## config.mk

```make
export PLATFORM = sky130hd
export DESIGN_NAME = lpnf_ctrl
export DESIGN_NICKNAME = d
export VERILOG_FILES = /design/src/rtl/lpnf_pkg.sv /design/src/rtl/lpnf_ctrl.sv
export SDC_FILE = /design/constraint.sdc
export NUM_CORES = 1
export LEC_CHECK = 0
export BUFFER_PORTS_ARGS = -buffer_cell sky130_fd_sc_hd__buf_4
export CAP_MARGIN = 20
export CORE_UTILIZATION = 30
export DETAILED_ROUTE_END_ITERATION = 8
export GPL_TIMING_DRIVEN = 0
export PLACE_DENSITY = 0.53
export SETUP_SLACK_MARGIN = 0.05
export SYNTH_ARGS = -nofsm -noshare
export SYNTH_HDL_FRONTEND = slang
export SYNTH_SLANG_ARGS = --single-unit
```

## constraint.sdc

```tcl
create_clock -name clk -period 47.1 [get_ports clk]
set_input_delay 11.775 -clock clk [delete_from_list [all_inputs] [get_ports clk]]
set_output_delay 11.775 -clock clk [all_outputs]
set_load 0.1 [all_outputs]
```

## src/rtl/lpnf_pkg.sv

```systemverilog
`default_nettype none
// ---------------------------------------------------------------------------
// lpnf_pkg
// Shared constants, codes and types of the neighbor fill pass.
// ---------------------------------------------------------------------------
package lpnf_pkg;

	localparam int MAX_WIDTH    = 2048;
	localparam int CHANNEL_BITS = 16;

	// Column address, line width count and pending count widths
	localparam int ADDR_W = $clog2(MAX_WIDTH);
	localparam int WCNT_W = $clog2(MAX_WIDTH + 1);
	localparam int PEND_W = $clog2(MAX_WIDTH + 2);
	localparam int ROW_W  = 16;
	localparam int BANKS  = 4;

	// Luma: 0.29891, 0.58661, 0.11448 scaled by 2^16, threshold 0.25
	localparam int LUMA_W = CHANNEL_BITS + 16;
	localparam int KEY_W  = CHANNEL_BITS + 14;
	localparam logic [16:0] LUMA_R = 17'd19589;
	localparam logic [16:0] LUMA_G = 17'd38444;
	localparam logic [16:0] LUMA_B = 17'd7503;

	// Configuration port
	localparam int CFG_IDX_W  = 3;
	localparam int CFG_DATA_W = (CHANNEL_BITS > 16) ? CHANNEL_BITS : 16;
	localparam logic [CFG_IDX_W-1:0] CFG_FRAME_WIDTH  = 3'd0;
	localparam logic [CFG_IDX_W-1:0] CFG_FRAME_HEIGHT = 3'd1;
	localparam logic [CFG_IDX_W-1:0] CFG_PASS_MODE    = 3'd2;
	localparam logic [CFG_IDX_W-1:0] CFG_FILL_RED     = 3'd3;
	localparam logic [CFG_IDX_W-1:0] CFG_FILL_GREEN   = 3'd4;
	localparam logic [CFG_IDX_W-1:0] CFG_FILL_BLUE    = 3'd5;

	// Alpha classes, pass modes, item kinds
	localparam logic [1:0] CLS_CLEAR  = 2'd0;
	localparam logic [1:0] CLS_SOURCE = 2'd1;
	localparam logic [1:0] CLS_TARGET = 2'd2;
	localparam logic [1:0] CLS_UNUSED = 2'd3;
	localparam logic [1:0] MODE_ORTHO = 2'd0;
	localparam logic [1:0] MODE_DIAG  = 2'd1;
	localparam logic [1:0] MODE_FILL  = 2'd2;
	localparam logic       REQ_PIXEL  = 1'b0;
	localparam logic       REQ_DRAIN  = 1'b1;

	typedef struct packed {
		logic [CHANNEL_BITS-1:0] r;
		logic [CHANNEL_BITS-1:0] g;
		logic [CHANNEL_BITS-1:0] b;
		logic [1:0]              cls;
	} pix_t;

	// One window column: top, middle, bottom (index 0..2), clamped at load
	typedef struct packed {
		pix_t [2:0]             p;
		logic [2:0]             ok;
		logic [2:0][KEY_W-1:0]  key;
	} col_t;

	// Emission info that travels with a column load
	typedef struct packed {
		logic load;
		logic emit;
		logic left;
		logic right;
		logic last;
	} info_t;

	// Controller request to the line store
	typedef struct packed {
		info_t                  info;
		logic                   wr_en;
		logic [1:0]             wr_bank;
		logic [ADDR_W-1:0]      wr_addr;
		logic [ADDR_W-1:0]      rd_addr;
		logic [2:0][1:0]        bank;
		logic [2:0]             use_in;
	} ld_t;

endpackage
`default_nettype wire

```

## src/rtl/lpnf_ctrl.sv

```systemverilog
`default_nettype none
// ---------------------------------------------------------------------------
// lpnf_ctrl
// Raster counters: input position, output position, pending count and the
// choice of which column to load and which pixel to emit per item.
// ---------------------------------------------------------------------------
module lpnf_ctrl (
	input  wire logic                          clk,
	input  wire logic                          arst_n,
	input  wire logic                          accept,
	input  wire logic                          req_type,
	input  wire logic [11:0]                   cfg_width,
	input  wire logic [lpnf_pkg::ROW_W-1:0]    cfg_height,
	output lpnf_pkg::ld_t                      ld
);

	logic [lpnf_pkg::ADDR_W-1:0] cx_q, ox_q;
	logic [lpnf_pkg::ROW_W-1:0]  cy_q, oy_q;
	logic [lpnf_pkg::PEND_W-1:0] pend_q;
	logic [lpnf_pkg::WCNT_W-1:0] lat_w_q;
	logic [lpnf_pkg::ROW_W-1:0]  lat_h_q;
	logic                        full_q;

	logic [lpnf_pkg::ADDR_W-1:0] cx_n, ox_n, qx;
	logic [lpnf_pkg::ROW_W-1:0]  cy_n, oy_n, qy, oy_c;
	logic [lpnf_pkg::PEND_W-1:0] pend_n;
	logic [lpnf_pkg::WCNT_W-1:0] lat_w_n, eff_w, w, cx_inc, ox_inc;
	logic [lpnf_pkg::ROW_W-1:0]  lat_h_n, eff_h, h;
	logic                        full_n, start, is_pix, is_drain, last;
	logic [lpnf_pkg::ADDR_W-1:0] ox_c;
	logic [2:0][lpnf_pkg::ROW_W-1:0] rows;

	// Decide write, column load and emission for the accepted item
	always_comb begin
		start    = (cx_q == '0) && (cy_q == '0) && (pend_q == '0);
		is_pix   = accept && (req_type == lpnf_pkg::REQ_PIXEL) && !full_q;
		is_drain = accept && (req_type == lpnf_pkg::REQ_DRAIN) && full_q && (pend_q != '0);
		if (cfg_width == 12'd0)
			eff_w = lpnf_pkg::WCNT_W'(1);
		else if (32'(cfg_width) > lpnf_pkg::MAX_WIDTH)
			eff_w = lpnf_pkg::WCNT_W'(lpnf_pkg::MAX_WIDTH);
		else
			eff_w = lpnf_pkg::WCNT_W'(cfg_width);
		eff_h = (cfg_height == '0) ? lpnf_pkg::ROW_W'(1) : cfg_height;

		lat_w_n = lat_w_q;
		lat_h_n = lat_h_q;
		ox_c    = ox_q;
		oy_c    = oy_q;
		if (is_pix && start) begin
			lat_w_n = eff_w;
			lat_h_n = eff_h;
			ox_c    = '0;
			oy_c    = '0;
		end
		w = lat_w_n;
		h = lat_h_n;

		cx_n   = cx_q;
		cy_n   = cy_q;
		ox_n   = ox_c;
		oy_n   = oy_c;
		pend_n = pend_q;
		full_n = full_q;
		ld     = '0;
		qx     = ox_c;
		qy     = oy_c;
		cx_inc = lpnf_pkg::WCNT_W'(cx_q) + lpnf_pkg::WCNT_W'(1);
		ox_inc = lpnf_pkg::WCNT_W'(ox_c) + lpnf_pkg::WCNT_W'(1);

		// Pixel item: store it, advance the input position
		if (is_pix) begin
			ld.wr_en   = 1'b1;
			ld.wr_bank = cy_q[1:0];
			ld.wr_addr = cx_q;
			pend_n     = pend_q + lpnf_pkg::PEND_W'(1);
			if (cx_inc >= w) begin
				cx_n = '0;
				cy_n = cy_q + lpnf_pkg::ROW_W'(1);
				if (cy_n >= h)
					full_n = 1'b1;
			end else begin
				cx_n = cx_inc[lpnf_pkg::ADDR_W-1:0];
			end
			if (cy_q != '0) begin
				ld.info.load = 1'b1;
				qx           = cx_q;
				qy           = cy_q - lpnf_pkg::ROW_W'(1);
			end else if ((h == lpnf_pkg::ROW_W'(1)) && (cx_inc == w)) begin
				// single line: seed the window with the first column
				ld.info.load = 1'b1;
				qx           = '0;
				qy           = '0;
			end
			ld.info.emit = (pend_n > (lpnf_pkg::PEND_W'(w) + lpnf_pkg::PEND_W'(1)));
		end

		// Drain item: load the column after the one being emitted
		if (is_drain) begin
			ld.info.emit = 1'b1;
			ld.info.load = 1'b1;
			if (ox_inc >= w) begin
				qx = '0;
				qy = oy_c + lpnf_pkg::ROW_W'(1);
			end else begin
				qx = ox_inc[lpnf_pkg::ADDR_W-1:0];
				qy = oy_c;
			end
		end

		// Emission: advance the output position, restart after the last pixel
		last          = (ox_inc == w) && (oy_c == h - lpnf_pkg::ROW_W'(1));
		ld.info.left  = (ox_c == '0);
		ld.info.right = (ox_inc == w);
		ld.info.last  = last;
		if (ld.info.emit) begin
			if (last) begin
				cx_n   = '0;
				cy_n   = '0;
				ox_n   = '0;
				oy_n   = '0;
				pend_n = '0;
				full_n = 1'b0;
			end else begin
				pend_n = pend_n - lpnf_pkg::PEND_W'(1);
				if (ox_inc >= w) begin
					ox_n = '0;
					oy_n = oy_c + lpnf_pkg::ROW_W'(1);
				end else begin
					ox_n = ox_inc[lpnf_pkg::ADDR_W-1:0];
				end
			end
		end

		// Rows of the loaded column, clamped at the frame edges
		rows[0] = (qy == '0) ? qy : qy - lpnf_pkg::ROW_W'(1);
		rows[1] = qy;
		rows[2] = (qy >= h - lpnf_pkg::ROW_W'(1)) ? qy : qy + lpnf_pkg::ROW_W'(1);
		ld.rd_addr = qx;
		for (int k = 0; k < 3; k++) begin
			ld.bank[k]   = rows[k][1:0];
			ld.use_in[k] = is_pix && (rows[k] == cy_q) && (qx == cx_q);
		end
	end

	// Hold counters between items
	always_ff @(posedge clk or negedge arst_n) begin
		if (!arst_n) begin
			cx_q    <= '0;
			cy_q    <= '0;
			ox_q    <= '0;
			oy_q    <= '0;
			pend_q  <= '0;
			full_q  <= 1'b0;
			lat_w_q <= lpnf_pkg::WCNT_W'(lpnf_pkg::MAX_WIDTH);
			lat_h_q <= lpnf_pkg::ROW_W'(1080);
		end else if (accept) begin
			cx_q    <= cx_n;
			cy_q    <= cy_n;
			ox_q    <= ox_n;
			oy_q    <= oy_n;
			pend_q  <= pend_n;
			full_q  <= full_n;
			lat_w_q <= lat_w_n;
			lat_h_q <= lat_h_n;
		end
	end

`ifndef SYNTHESIS
	a_pend_bound: assert property (@(posedge clk) disable iff (!arst_n)
		pend_q <= lpnf_pkg::PEND_W'(lat_w_q) + lpnf_pkg::PEND_W'(1))
		else $error("pending count above line width plus one");
	a_full_pending: assert property (@(posedge clk) disable iff (!arst_n)
		full_q |-> (pend_q != '0))
		else $error("frame complete with nothing pending");
	a_col_range: assert property (@(posedge clk) disable iff (!arst_n)
		lpnf_pkg::WCNT_W'(cx_q) < lat_w_q)
		else $error("input column beyond latched width");
	a_emit_loads: assert property (@(posedge clk) disable iff (!arst_n)
		ld.info.emit |-> ld.info.load)
		else $error("emission without a column load");
`endif

endmodule
`default_nettype wire

```

==> impl_metrics.json, run 1 <==
{
  "status": "completed",
  "finalWirelength_um": 51100,
  "syn_to_final_growth_pct": 12.7,
  "synth_ff_type": "dfrtp_1",
  "dp_slack_ns": 11.82,
  "synth-seq-cells": 95,
  "worst-path-max-fanout": 10,
  "synth_cell_types": 88,
  "synthAdderAreaFrac_pct": 8.73,
  "cts_hold_buf": 0,
  "synthCells": 1619,
  "grt_overflow": 0,
  "cts-root-buf": "clkbuf_16",
  "n_fill_cell": 4208,
  "relSlewSlack_pct": 26.7,
  "antenna_found_initial": 0,
  "tritoncts": "yes",
  "setup_tns_ns": 0,
  "dpl.hpwl_um": 40700,
  "yosys.area_share.simple_pct": 33.2,
  "fmax_mhz": 28.1,
  "die_width_um": 201,
  "grt_max_degree": 62,
  "finalHoldViolCount": 0,
  "grt_pass1_vias": 12100,
  "crit_type": "input port to output pin",
  "worstMarginPinSlew_ns": 1.09,
  "rsz0062_at_grt": "false",
  "drt_pass1_iterations": 6,
  "min_period_ns": 35.65,
  "synth_top_family_by_area": "simple AND/OR/NAND/NOR gates",
  "cts-htree-levels": 3,
  "synthXorXnorAreaFrac_pct": 11.1,
  "cellPowerDensity_mw_per_mm2": 32.5,
  "place.gp.congestion": 0.943,
  "syn_avg_cell_area_um2": 7.35,
  "cts_resized": 0,
  "grt.total_usage_pct": 25.2,
  "synth-seq-area-share_pct": 20.0,
  "drt_iter0_drc": 1406,
  "yosysTopAreaCell": "dfrtp_1",
  "via_per_inst": 5.83,
  "io_buffers": 68,
  "synthMuxAreaShare_pct": 2.89,
  "worstPathRequired_ns": 35.33,
  "io-pin-count": 71,
  "num_rows": 72,
  "async_flop_share_pct": 100,
  "power_uw": 436,
  "clock_latency_ns": 0.39,
  "die_y_um": 201,
  "antenna_left": 0,
  "p_leak_nw": 6.00,
  "die-area_mm2": 0.0405,
  "start_util_pct": 30.6,
  "setup_ws_ns": 11.45,
  "fin_worst_skew_ns": 0.00776,
  "post_drt_wl_per_cell_um": 23.0,
  "drv_cap": 0,
  "path_clk_slew_ns": 0.08,
  "dp.cells": 2208,
  "synth-edff-count": 0,
  "grt_pass1_wl_um": 77600,
  "min_path_type": "flop to flop",
  "stdcell_count": 2225,
  "drc": 0,
  "cp.arrival_ns": 23.87,
  "drv_slew": 0,
  "syn_area_mm2": 0.0119,
  "drive_above_1_share_pct": 9.08,
  "cts_buffers": 9,
  "syn_nets": 1734,
  "cp-end-kind": "output pin",
  "cp_slowest_stage_delay_ns": 0.73,
  "post-cts-setup-buffers": 0,
  "synth_area_leaders": "dfrtp_1 19%, ha_1 8.7%, xnor2_1 6.9%",
  "clockBufferDepth": 2,
  "synth_warnings": 0,
  "ir_worst_vdd_mv": 0.100,
  "cts_num_sinks": 95,
  "vias": 13000,
  "crit_path_frequent_cell": "clkbuf_1",
  "cpMaxStageDelayCell": "a211oi_1",
  "synth-compound-area-share_pct": 17.8,
  "finalSetupViolations": 0,
  "start_kind": "input port",
  "nets": 1817,
  "core_mm2": 0.0389,
  "post-route-period-util_pct": 75.7,
  "n_antenna_cell": 0,
  "synth_top_area_share_pct": 18.9
}
-- registers in the layout, indices dropped and copies added, names as in the netlist --
| name | count |
|---|---|
| cy_q | 16 |
| lat_h_q | 16 |
| oy_q | 16 |
| lat_w_q | 12 |
| pend_q | 12 |
| cx_q | 11 |
| ox_q | 11 |
| full_q | 1 |
-- kinds of logic (layout without fill, tap and decap cells) --
logic type | count (synthesis) | after routing
and+or+nand+nor | 755 | 755
AOI/OAI and AO/OA | 321 | 321
buffers and inverters | 183 | 271
xor gates and xnor gates | 149 | 149
DFF | 95 | 95
adders and majority gates | 83 | 83
muxes | 33 | 33
-- Yosys cell counts (all sizes together) (11+ instances only) --
master / count
a211oi: 16
nand2b: 13
or2: 11
xnor2: 94
buf: 27
o211ai: 14
mux2i: 25
dfrtp: 90
xor2: 54
inv: 64
a21oi: 78
and2: 21
o21ai: 70
nor4: 50
and3: 50
nor3: 36
or3: 23
nand4: 36
nand2: 178
or4: 21
nor4b: 11
clkbuf: 90
nor2: 155
nand3: 97
ha: 83
a21o: 29
a31oi: 18
-- metrics by stage --
stage               area [um2]  hold slack [ns]  utilization (%)
floorplan                11900            0.433                -
global placement         13100            0.444             33.6
detailed placement       13100            0.454             33.7
CTS                      13400            0.471             34.4
global route             13400            0.534             34.5
finish                   13400            0.463             34.5
-- cell usage in the layout, fill, tap and decap left out, drive strengths merged, types with 54 or more instances in the layout --
cell type,Yosys,routed
nand2,178,178
ha,83,83
buf,27,98
a21oi,78,78
xor2,54,54
xnor2,94,94
nor2,155,155
clkbuf,90,101
inv,64,65
nand3,97,97
o21ai,70,70
dfrtp,90,90
-- final timing paths --
check	depth (start not counted)	endpoint	from	slack, ns
worst max-delay path	35	ld[2]	accept	11.45
worst max register to register	28	pend_q[2]	pend_q[0]	38.30
max in group asynchronous	2	lat_w_q[11]	arst_n	34.97
worst min-delay path	2	lat_w_q[0]	lat_w_q[0]	0.46
worst min register to register	2	lat_w_q[0]	lat_w_q[0]	0.46
min in group asynchronous	1	pend_q[5]	arst_n	11.35
-- final cells by class --
cell class / instances / area (um2) / share of cell area [%]
sequential: 95 / 2380 / 17.8
clock inverter: 6 / 70.1 / 0.523
multi-input combinational: 1341 / 8780 / 65.5
buffer: 117 / 497 / 3.70
timing repair buffer: 72 / 556 / 4.14
tap: 518 / 648 / 4.83
clock buffer: 10 / 229 / 1.71
inverter: 66 / 248 / 1.85
-- worst max-delay path: cells and delay by family --
kind	cells	cell delay (ns)
AO/OA/AOI/OAI	9	3.19
adder cells (fa/ha/maj)	2	0.57
buffers and inverters	13	4.84
AND/OR/NAND/NOR	11	3.43
-- per-layer routing --
metal  track usage, %  part of all wire, %
met2             38.8                   44
met3             2.93                  7.0
met4             9.43                  3.1
met1             35.9                   46
met5                0                    0
-- power by group --
group	switching [mW]	total, mW	leakage, nW	internal, mW
Sequential	0.00895	0.0982	1.25	0.0893
Combinational	0.173	0.257	4.60	0.0840
Clock	0.0390	0.0807	0.147	0.0416
(Power assumes the default switching activity.)
==> inputs of run 2 (changes only) <==
- ABC_AREA: not set -> 1
- PLACE_DENSITY: 0.53 -> 0.55
- clock period: 47.1 -> 30.5 ns (I/O delays scaled with it)
==> impl_metrics.json, run 2 <==
{
  "status": "completed",
  "cts_hold_buf": 0,
  "die-area_mm2": 0.0396,
  "drv_slew": 0,
  "rsz0062_at_grt": "false",
  "synth-edff-count": 0,
  "antenna_left": 0,
  "grtUsageMet1_pct": 26.6,
  "layout_common_cells": "465 x nand2_1, 265 x inv_1, 184 x nor2_1, 168 x nand3_1, 110 x xor2_1",
  "clockBufferDepth": 2,
  "min_path_type": "flop to flop",
  "syn_to_final_growth_pct": 12.8,
  "finalWirelength_um": 41200,
  "synth_ff_type": "dfrtp_1",
  "crit_type": "input port to output pin",
  "synth_warnings": 0,
  "mostFrequentLayoutCell": "nand2_1",
  "grtUsageMet2_pct": 36.1,
  "min_period_ns": 22.58,
  "synth_most_common_cell": "nand2_1",
  "dpl.hpwl_um": 33700,
  "vias": 12100,
  "fmax_mhz": 44.3,
  "top_usage_layer": "met2",
  "gr-usage-met3_pct": 3.66,
  "nets": 2034,
  "start_util_pct": 30.7,
  "via_per_inst": 4.98,
  "post_drt_wl_per_cell_um": 16.9,
  "syn_nets": 1952,
  "num_rows": 71,
  "grt_overflow": 0,
  "drt_iter0_drc": 940,
  "path_clk_slew_ns": 0.08,
  "synthCells": 1837,
  "grt_pass1_wl_um": 64000,
  "multi_input_area_mm2": 0.00787,
  "cts-root-buf": "clkbuf_16",
  "yosysTopAreaCell": "dfrtp_1",
  "synth-seq-area-share_pct": 20.5,
  "crit_path_frequent_cell": "nand2_1",
  "io-pin-count": 71,
  "power_uw": 709,
  "cp_slowest_stage_delay_ns": 0.46,
  "finalSetupViolations": 0,
  "final-seq-area_mm2": 0.00238,
  "grt_pass1_vias": 11600,
  "worstMarginPinSlew_ns": 0.996,
  "grt.total_usage_pct": 21.2,
  "synth_area_leaders": "dfrtp_1 19%, nand2_1 15%, ha_1 8.9%",
  "grt_max_degree": 57,
  "cts-htree-levels": 3,
  "io_buffers": 70,
  "finalHoldViolCount": 0,
  "async_flop_share_pct": 100,
  "cellPowerDensity_mw_per_mm2": 54.0,
  "post-cts-setup-buffers": 0,
  "clock_latency_ns": 0.37,
  "n_fill_cell": 4205,
  "cts_num_sinks": 95,
  "top_regs": "cy_q x16, lat_h_q x16, oy_q x16",
  "start_kind": "input port",
  "synth_cell_types": 53,
  "synth-seq-cells": 95,
  "post-route-util_pct": 34.6,
  "syn_avg_cell_area_um2": 6.33,
  "p_leak_nw": 6.81,
  "fin_worst_skew_ns": 0.0154,
  "cts_resized": 0,
  "worst-path-max-fanout": 10,
  "relSlewSlack_pct": 33.6,
  "drc": 0,
  "antenna_found_initial": 0,
  "syn_area_mm2": 0.0116,
  "synthTopCellsByCount": "465 x nand2_1, 265 x inv_1, 184 x nor2_1",
  "core_mm2": 0.0379,
  "setup_tns_ns": 0,
  "ir_worst_vdd_mv": 0.104,
  "cpMaxStageDelayCell": "clkbuf_1",
  "die_y_um": 199,
  "tritoncts": "yes",
  "drv_cap": 0,
  "die_width_um": 199,
  "cts_buffers": 9,
  "cp.arrival_ns": 14.96,
  "post-route-period-util_pct": 74.0,
  "drt_pass1_iterations": 6,
  "drive_above_1_share_pct": 10.9,
  "n_antenna_cell": 0,
  "place.gp.congestion": 0.945,
  "synth_top_area_share_pct": 19.4,
  "cp-end-kind": "output pin",
  "worstPathRequired_ns": 22.88
}
==> run 2: cell types whose count changed after synthesis, sizes merged, moves of 53 or more <==
cell	change
xnor2	-85
nand2	+314
nor2	+53
nand3	+79
clkbuf	-66
inv	+215
xor2	+57
==> run 2: cell type report <==
cell class / instances / area share (%)
multi-input cells: 1402 / 60.0
inverters: 285 / 8.16
clock inverters: 6 / 0.477
clock buffers: 10 / 1.82
repair buffers: 71 / 4.21
well taps: 511 / 4.87
flip-flops and latches: 95 / 18.2
plain buffers: 55 / 2.31
==> run 2: cells by family (layout without fill, tap and decap cells) <==
group	count (synthesis)	count (layout)	share of synthesized area, %
AO/OA/AOI/OAI	182	182	9.27
buffers and inverters	340	427	11.8
flip-flops	95	95	20.5
AND/OR/NAND/NOR	1017	1017	40.4
adder cells (fa/ha/maj)	83	83	8.93
XOR/XNOR	120	120	9.10
==> run 2: critical path: cells and delay by family <==
family	cells	cell delay, ns
compound gates	4	0.44
xor+xnor	3	0.51
fa+ha+maj	3	0.88
buf+inv	13	2.14
simple gates	26	3.30
==> run 2: worst paths after layout <==
check | startpoint | end | slack, ns | cells past startpoint
max | req_type | ld[2] | 7.92 | 49
min | lat_w_q[0] | lat_w_q[0] | 0.50 | 1
max reg2reg | cy_q[1] | pend_q[4] | 23.79 | 30
min reg2reg | lat_w_q[0] | lat_w_q[0] | 0.50 | 1
max in group asynchronous | arst_n | lat_h_q[5] | 22.50 | 2
min in group asynchronous | arst_n | lat_w_q[10] | 7.24 | 1
==> run 2: metal layers <==
layer | share of wire [%] | up-vias | routed length [um]
li1 | - | 6050 | -
met1 | 44 | 5648 | 18100
met2 | 47 | 350 | 19300
met3 | 5.9 | 73 | 2420
met4 | 3.4 | 0 | 1400
met5 | 0 | - | 0
==> run 2: report_power, final <==
part / internal [mW] / switching, mW
Sequential: 0.140 / 0.0128
Combinational: 0.133 / 0.305
Clock: 0.0600 / 0.0582
==> run 2: stage by stage <==
stage | hold slack [ns] | worst slack (ns) | std cells | cell area [um2]
final | 0.499 | 7.92 | 2435 | 13100
after global routing | 0.538 | 7.05 | 2435 | 13100
after CTS | 0.504 | 7.88 | 2435 | 13100
after detailed placement | 0.485 | 7.90 | 2419 | 12800
after global placement | 0.477 | 7.93 | 2418 | 12800
after floorplan | 0.462 | 7.40 | 1837 | 11600
